**src/rtl/core/rtw_pkg.sv**
```systemverilog
// ----------------------------------------------------------------------------
// rtw_pkg
// Shared types and constants for the RTP timestamp to wall clock mapper.
// ----------------------------------------------------------------------------
package rtw_pkg;

    localparam int CFG_IDX_W = 8;
    localparam int CFG_DATA_W = 32;

    localparam logic [CFG_IDX_W-1:0] CFG_CLOCK_RATE    = 8'd0;
    localparam logic [CFG_IDX_W-1:0] CFG_UPDATE_PERIOD = 8'd1;
    localparam logic [CFG_IDX_W-1:0] CFG_CORR_PERIOD   = 8'd2;
    localparam logic [CFG_IDX_W-1:0] CFG_LAG_TOL       = 8'd3;

    localparam logic [31:0] CLOCK_RATE_RST    = 32'd90000;
    localparam logic [15:0] UPDATE_PERIOD_RST = 16'd1000;
    localparam logic [15:0] CORR_PERIOD_RST   = 16'd10;
    localparam logic [15:0] LAG_TOL_RST       = 16'd15;

    typedef enum logic [4:0] {
        OP_NONE,
        OP_LOAD,
        OP_PUSH,
        OP_AVG_GO,
        OP_AVG_ZERO,
        OP_AVG_TAKE,
        OP_PASS,
        OP_SUM_PRED,
        OP_SUM_RES,
        OP_MUL,
        OP_DIV_GO,
        OP_CONV_ZERO,
        OP_CONV_TAKE,
        OP_SUM_BASE,
        OP_CHECK,
        OP_OUT
    } op_t;

    typedef struct packed {
        op_t op;
    } cmd_t;

    typedef struct packed {
        logic count_nz;
        logic rate_zero;
        logic div_done;
        logic do_check;
        logic resync_hit;
        logic out_full;
    } status_t;

endpackage

```
**src/rtl/core/rtw_ctrl.sv**
```systemverilog
// ----------------------------------------------------------------------------
// rtw_ctrl
// Sequencer: steps the datapath through one item per request.
// ----------------------------------------------------------------------------
module rtw_ctrl (
    input  logic             clk,
    input  logic             rst_n,
    input  logic             in_valid,
    output logic             in_ready,
    input  rtw_pkg::status_t status,
    output rtw_pkg::cmd_t    cmd
);

    localparam logic [4:0] S_IDLE  = 5'd0;
    localparam logic [4:0] S_PUSH  = 5'd1;
    localparam logic [4:0] S_AVG   = 5'd2;
    localparam logic [4:0] S_AVGW  = 5'd3;
    localparam logic [4:0] S_PASS  = 5'd4;
    localparam logic [4:0] S_PSUM  = 5'd5;
    localparam logic [4:0] S_PMUL  = 5'd6;
    localparam logic [4:0] S_PDIV  = 5'd7;
    localparam logic [4:0] S_PWAIT = 5'd8;
    localparam logic [4:0] S_PRED  = 5'd9;
    localparam logic [4:0] S_CHECK = 5'd10;
    localparam logic [4:0] S_RSUM  = 5'd11;
    localparam logic [4:0] S_RMUL  = 5'd12;
    localparam logic [4:0] S_RDIV  = 5'd13;
    localparam logic [4:0] S_RWAIT = 5'd14;
    localparam logic [4:0] S_RES   = 5'd15;
    localparam logic [4:0] S_OUT   = 5'd16;

    logic [4:0] state_reg;
    logic [4:0] state_next;

    assign in_ready = state_reg == S_IDLE;

    always_comb
    begin
        state_next = state_reg;
        cmd.op = rtw_pkg::OP_NONE;
        unique case (state_reg)
            S_IDLE:
                if (in_valid)
                begin
                    cmd.op = rtw_pkg::OP_LOAD;
                    state_next = S_PUSH;
                end
            S_PUSH:
            begin
                cmd.op = rtw_pkg::OP_PUSH;
                state_next = S_AVG;
            end
            S_AVG:
            begin
                cmd.op = status.count_nz ? rtw_pkg::OP_AVG_GO : rtw_pkg::OP_AVG_ZERO;
                state_next = status.count_nz ? S_AVGW : S_PASS;
            end
            S_AVGW:
                if (status.div_done)
                begin
                    cmd.op = rtw_pkg::OP_AVG_TAKE;
                    state_next = S_PASS;
                end
            S_PASS:
            begin
                cmd.op = rtw_pkg::OP_PASS;
                state_next = status.do_check ? S_PSUM : S_RSUM;
            end
            S_PSUM:
            begin
                cmd.op = rtw_pkg::OP_SUM_PRED;
                state_next = S_PMUL;
            end
            S_PMUL:
            begin
                cmd.op = rtw_pkg::OP_MUL;
                state_next = S_PDIV;
            end
            S_PDIV:
            begin
                cmd.op = status.rate_zero ? rtw_pkg::OP_CONV_ZERO : rtw_pkg::OP_DIV_GO;
                state_next = status.rate_zero ? S_PRED : S_PWAIT;
            end
            S_PWAIT:
                if (status.div_done)
                begin
                    cmd.op = rtw_pkg::OP_CONV_TAKE;
                    state_next = S_PRED;
                end
            S_PRED:
            begin
                cmd.op = rtw_pkg::OP_SUM_BASE;
                state_next = S_CHECK;
            end
            S_CHECK:
            begin
                // a lag resync reruns the pass with the new base
                cmd.op = rtw_pkg::OP_CHECK;
                state_next = status.resync_hit ? S_PASS : S_RSUM;
            end
            S_RSUM:
            begin
                cmd.op = rtw_pkg::OP_SUM_RES;
                state_next = S_RMUL;
            end
            S_RMUL:
            begin
                cmd.op = rtw_pkg::OP_MUL;
                state_next = S_RDIV;
            end
            S_RDIV:
            begin
                cmd.op = status.rate_zero ? rtw_pkg::OP_CONV_ZERO : rtw_pkg::OP_DIV_GO;
                state_next = status.rate_zero ? S_RES : S_RWAIT;
            end
            S_RWAIT:
                if (status.div_done)
                begin
                    cmd.op = rtw_pkg::OP_CONV_TAKE;
                    state_next = S_RES;
                end
            S_RES:
            begin
                cmd.op = rtw_pkg::OP_SUM_BASE;
                state_next = S_OUT;
            end
            S_OUT:
                if (!status.out_full)
                begin
                    cmd.op = rtw_pkg::OP_OUT;
                    state_next = S_IDLE;
                end
            default:
                state_next = S_IDLE;
        endcase
    end

    always_ff @(posedge clk or negedge rst_n)
    begin
        if (!rst_n)
            state_reg <= S_IDLE;
        else
            state_reg <= state_next;
    end

endmodule

```
**config.mk**
```make
export PLATFORM = sky130hd
export DESIGN_NAME = rtw_ctrl
export DESIGN_NICKNAME = d
export VERILOG_FILES = /design/src/rtl/core/rtw_pkg.sv /design/src/rtl/core/rtw_ctrl.sv
export SDC_FILE = /design/constraint.sdc
export NUM_CORES = 1
export LEC_CHECK = 0
export ABC_AREA = 1
export BUFFER_PORTS_ARGS = -buffer_cell sky130_fd_sc_hd__buf_4
export CORE_AREA = 3 3 40 42
export CTS_CLUSTER_DIAMETER = 150
export DETAILED_ROUTE_END_ITERATION = 8
export DIE_AREA = 0 0 43 45
export PLACE_DENSITY = 0.76
export SETUP_SLACK_MARGIN = 0.5
export SYNTH_ARGS = -nofsm -noshare
export SYNTH_HDL_FRONTEND = slang
export SYNTH_SLANG_ARGS = --single-unit
```
**constraint.sdc**
```tcl
create_clock -name clk -period 2.3 [get_ports clk]
set_clock_uncertainty 0.2 [all_clocks]
set_input_delay 0.69 -clock clk [delete_from_list [all_inputs] [get_ports clk]]
set_output_delay 0.69 -clock clk [all_outputs]
set_load 0.01 [all_outputs]
```
==> flow_summary.yaml, run 1 <==
run_status:
  outcome: "finished, violations left"
  violations: "negative setup slack"
grt:
  groute.usage.overall_pct: 21.8
  globalRouteMet2Util_pct: 34.4
  grt_max_degree: 12
  busiest_layer: "met2"
  grt_use_met3_pct: 7.57
  grt_overflow: 0
  grt_pass1_vias: 802
  use_met1_pct: 26.6
  antenna_found_initial: 0
  grt_pass1_wl_mm: 3.20
route:
  drtAntennaViolNets: 0
  vias: 898
  drc: 0
  wl_mm: 2.07
  drt_iter0_markers: 57
  drt-wirelength-per-cell_um: 13.3
  via_per_inst: 5.76
  firstDrtPassIters: 4
yosys:
  ys_types: 16
  synth_nets: 129
  synthFlopType: "dfrtp_1"
  synth_top_cell_by_area: "dfrtp_1"
  synth_area_leaders: "dfrtp_1 20%, nand2_1 19%, nand3_1 15%"
  yosysWarnings: 0
  synth-seq-cells: 5
  synthesis.area_um2: 637
  synth_seq_area_share_pct: 19.6
  synthArstFlopShare_pct: 100
  synth_cells: 120
  synth_area_per_cell_um2: 5.31
  synth_top_area_share_pct: 19.6
  synth_edf_count: 0
pwr:
  power_frac_seq_pct: 17.5
  leakage_uw: 0.000499
  swShare_pct: 52.1
  ir_drop_mv: 0.892
  comb_power_share_pct: 74.5
  p_sw_uw: 655
  power.internal_uw: 602
  clock_power_share_pct: 8.0
  powerDensity_nw_per_um2: 1370
worst_hold_path:
  holdCritPathClass: "in -> async"
worst_setup_path:
  cp_max_fo: 6
  worstPathArrival_ps: 1590
  crit_top_cell: "nor2_1"
  path_buf_inv: 3
  criticalPathCategory: "reg -> out"
  path_cells: "inv_2, nor2_4, inv_1, nor2_2, nor2_1, o21ai_1, nor2_1, nand3b_1, buf_4"
  slowest_delay_ps: 420
  setup.worst_path.end_class: "output pin"
  worstPathRequired_ps: 1410
  critical-path-top-delay-family: "simple AND/OR/NAND/NOR gates"
  crit_slowest_cell: "dfrtp_2"
  cp-start-kind: "flip-flop"
placement:
  place_congestion: 0.958
  dpl.hpwl_mm: 1.55
  io_buffers: 13
sta:
  max_freq_mhz: 403
  setup_violations: 4
  fin_crit_sh_pct: 108
  hold_slack_ps: 37.8
  slew_viol_final: 0
  setup_slack_ps: -181
  period_needed_ps: 2480
  rsz0062_at_grt: "yes"
  hold_viol_final: 0
clocking:
  clkTransAtPathRegs_ps: 40
  clk_path_buf_depth: 2
  clock_latency_ps: 240
  cts_tree: "done"
  clockRootBuffer: "clkbuf_4"
  h-tree-depth: 1
  cts_buffers: 3
  cts_sinks: 5
floorplanning:
  fp.dieH_um: 45
  coreArea_um2: 1280
  rows: 13
  io_pins: 15
  die_area_um2: 1940
  dieWidth_um: 43
  initial_core_util_pct: 49.6
layout:
  final_common_cell: "nand2_1"
  final_cell_mix: "29 x nand2_1, 17 x nor2_1, 16 x nand3_1, 16 x buf_4, 12 x inv_1"
  drive_above_1_share_pct: 35.5
  largest_register_ffs: 5
  nets: 151
  diodes: 0
  final_util_pct: 71.5
  area_growth_pct: 44.2
job:
  cap_violations: 0
[worst paths after layout]
path | end | slack [ps] | cells after the start | from
setup / recovery | cmd[2] | -180 | 9 | state_reg[3]
hold / removal | state_reg[1] | 40 | 1 | rst_n
setup reg to reg | state_reg[2] | 610 | 9 | state_reg[0]
hold reg to reg | state_reg[1] | 440 | 2 | state_reg[1]
max in group asynchronous | state_reg[2] | 1740 | 1 | rst_n
min in group clk | state_reg[1] | 440 | 2 | state_reg[1]
[through the flow]
step	area [µm²]	setup WS (ps)	power, µW	cells	setup TNS, ps
5_1_grt	918	-265	1370	156	-973
2_1_floorplan	686	312	720	120	0
6_report	918	-181	1260	156	-620
4_1_cts	885	-142	1180	155	-531
3_5_place_dp	806	69.7	1000	149	0
3_3_place_gp	806	83.2	1010	149	0
[worst reg2reg max path, stage by stage, from the launching register on]
cell and delay (ps):
dfrtp_2 460, inv_4 100, nand2_2 60, nor2_4 190, nand2_2 100, buf_4 150, nand3_1 80, a21oi_1 100
nand2_1 90, nand2_1 50
[cells in the mapped netlist (2+ instances only)]
master     n
nand4_1    4
o21ai_0    5
a21oi_1    4
nor2_2     3
nand2_1   33
inv_1     18
nand3_1   19
dfrtp_1    5
nand3b_1   2
nor2_1    21
[power by group through the flow]
stage               sequential, µW  clock (µW)  combinational, µW
finish                         220         100                937
global route                   224         113               1030
CTS                            207         104                868
detailed placement             194           0                808
global placement               193           0                812
floorplan                      185           0                535
[per-layer routing]
metal | routed length [µm] | vias up
li1 | - | 424
met1 | 804 | 405
met2 | 1010 | 59
met3 | 203 | 10
met4 | 46 | 0
met5 | 0 | -
[kinds of logic after synthesis]
group | Yosys count | share of synthesized area (%)
compound gates | 10 | 8.25
flops | 5 | 19.6
simple gates | 84 | 58.0
other cells | 1 | 0.589
buf+inv | 20 | 13.6
[cell type report]
cell class / instances / area (µm²)
multi-input combinational: 95 / 512
sequential: 5 / 131
clock buffer: 4 / 26.3
tap: 15 / 18.8
timing repair buffer: 19 / 154
fill: 109 / 367
inverter: 18 / 76.3
[timing repair]
| item | CTS | global route |
|---|---|---|
| setup endpoints to repair | 5 | 5 |
| gates resized for setup | 12 | 6 |
| setup buffers | 2 | 1 |
| pin swaps | 6 | 1 |
| hold buffers | 0 | 0 |
Note: power is estimated with default switching activity, not from simulation.
==> run 2, diff against run 1 <==
- CTS_BUF_LIST: not set -> sky130_fd_sc_hd__clkbuf_8
==> flow_summary.yaml, run 2 (synthesis gave the netlist of run 1 again) <==
clocking:
  cts_tree: "done"
  clk_path_buf_depth: 2
  clockRootBuffer: "clkbuf_8"
  h-tree-depth: 1
  cts_buffers: 3
  cts_hold_buf: 0
  clock_latency_ps: 220
  clkTransAtPathRegs_ps: 40
  cts_sinks: 5
sta:
  setup_slack_ps: -205
  period_needed_ps: 2510
  rsz0062_at_grt: "yes"
  hold_viol_final: 0
  max_freq_mhz: 399
  setup_tns_ps: -738
  slew_viol_final: 0
  fin_crit_sh_pct: 109
  setup_violations: 4
  hold_slack_ps: 60.1
grt:
  busiest_layer: "met2"
  grt_max_degree: 12
  groute.usage.overall_pct: 24.6
  grt_use_met3_pct: 7.17
  grt_overflow: 0
  grt_pass1_wl_mm: 3.55
  antenna_found_initial: 0
  use_met1_pct: 30.0
  grt_pass1_vias: 826
  globalRouteMet2Util_pct: 40.7
route:
  drt_iter0_markers: 67
  wl_mm: 2.50
  via_per_inst: 5.91
  drt-wirelength-per-cell_um: 15.3
  drc: 0
  vias: 963
  drtAntennaViolNets: 0
  firstDrtPassIters: 5
layout:
  final_util_pct: 79.9
  drive_above_1_share_pct: 43.9
  largest_register_ffs: 5
  diodes: 0
  area_growth_pct: 61.3
  final_common_cell: "nand2_1"
  nets: 158
  final_cell_mix: "27 x nand2_1, 22 x buf_4, 15 x nor2_1"
  fin_cells: 163
  final.fill_count: 93
floorplanning:
  io_pins: 15
  coreArea_um2: 1280
  dieWidth_um: 43
  rows: 13
  initial_core_util_pct: 49.6
  die_area_um2: 1940
  fp.dieH_um: 45
job:
  cap_violations: 0
run_status:
  violations: "negative setup slack"
  outcome: "finished, violations left"
placement:
  dpl.hpwl_mm: 1.55
  io_buffers: 13
  place_inst: 149
  place_congestion: 0.958
worst_hold_path:
  holdCritPathClass: "in -> async"
pwr:
  ir_drop_mv: 0.966
  leakage_uw: 0.000553
  powerDensity_nw_per_um2: 1420
worst_setup_path:
  worstPathRequired_ps: 1410
  setup.worst_path.end_class: "output pin"
  cp-start-kind: "flip-flop"
  criticalPathCategory: "reg -> out"
  cp_max_fo: 6
  worstPathArrival_ps: 1620
run 2: changes by cell type in the layout (fill, tap and decap cells not counted), sizes merged:
cell    delta
buf        +7
clkbuf     -1
inv        +1
run 2: worst paths after layout:
check                                  start      endpoint  slack [ps]  depth (start not counted)
worst min-delay path                   rst_n  state_reg[4]          60                          1
worst max register to register  state_reg[0]  state_reg[1]         490                         10
worst max-delay path            state_reg[0]        cmd[0]        -210                          8
min in group clk                state_reg[3]  state_reg[0]         470                          3
max in group asynchronous              rst_n  state_reg[2]        1720                          1
worst min register to register  state_reg[3]  state_reg[0]         470                          3
run 2: metrics by stage:
stage               instance area, µm²  power, µW  worst slack [ps]
floorplan                          686        720               312
global placement                   806       1010              83.2
detailed placement                 806       1000              69.7
CTS                                941       1280              -119
global route                      1030       1580              -283
finish                            1030       1460              -205
run 2: power breakdown:
part	switching [µW]	total, µW	leakage (µW)	internal [µW]
Combinational	595	1090	0.000469	493
Clock	42.3	157	0.0000269	114
Sequential	88.0	220	0.0000575	132
run 2: final cells by class:
type                       count  area, µm²  area share, %
timing repair buffer          26        219           21.3
clock inverter                 1       3.75          0.365
tap                           15       18.8           1.83
sequential                     5        131           12.8
inverter                      18       76.3           7.43
clock buffer                   3       41.3           4.02
multi-input combinational     95        537           52.3
run 2: layer usage:
layer / vias up / wire length [µm]
met1: 414 / 909
li1: 438 / -
met5: - / 0
met3: 27 / 281
met4: 0 / 162
met2: 84 / 1140
run 2: worst max-delay path, cell delays in order (launching register included):
cell and delay (ps):
dfrtp_2 420, buf_4 140, nand2_2 70, nor2_4 200, nand2_1 110, nand2_1 150
nand2_1 90, nand3_1 100, buf_4 120
run 2: repair_timing:
action / CTS / global route
cloned: 0 / 0
pin swaps: 9 / 9
setup endpoints to repair: 5 / 8
setup buffers: 5 / 5
resized for setup: 15 / 11
endpoints found under the hold margin: 0 / 0
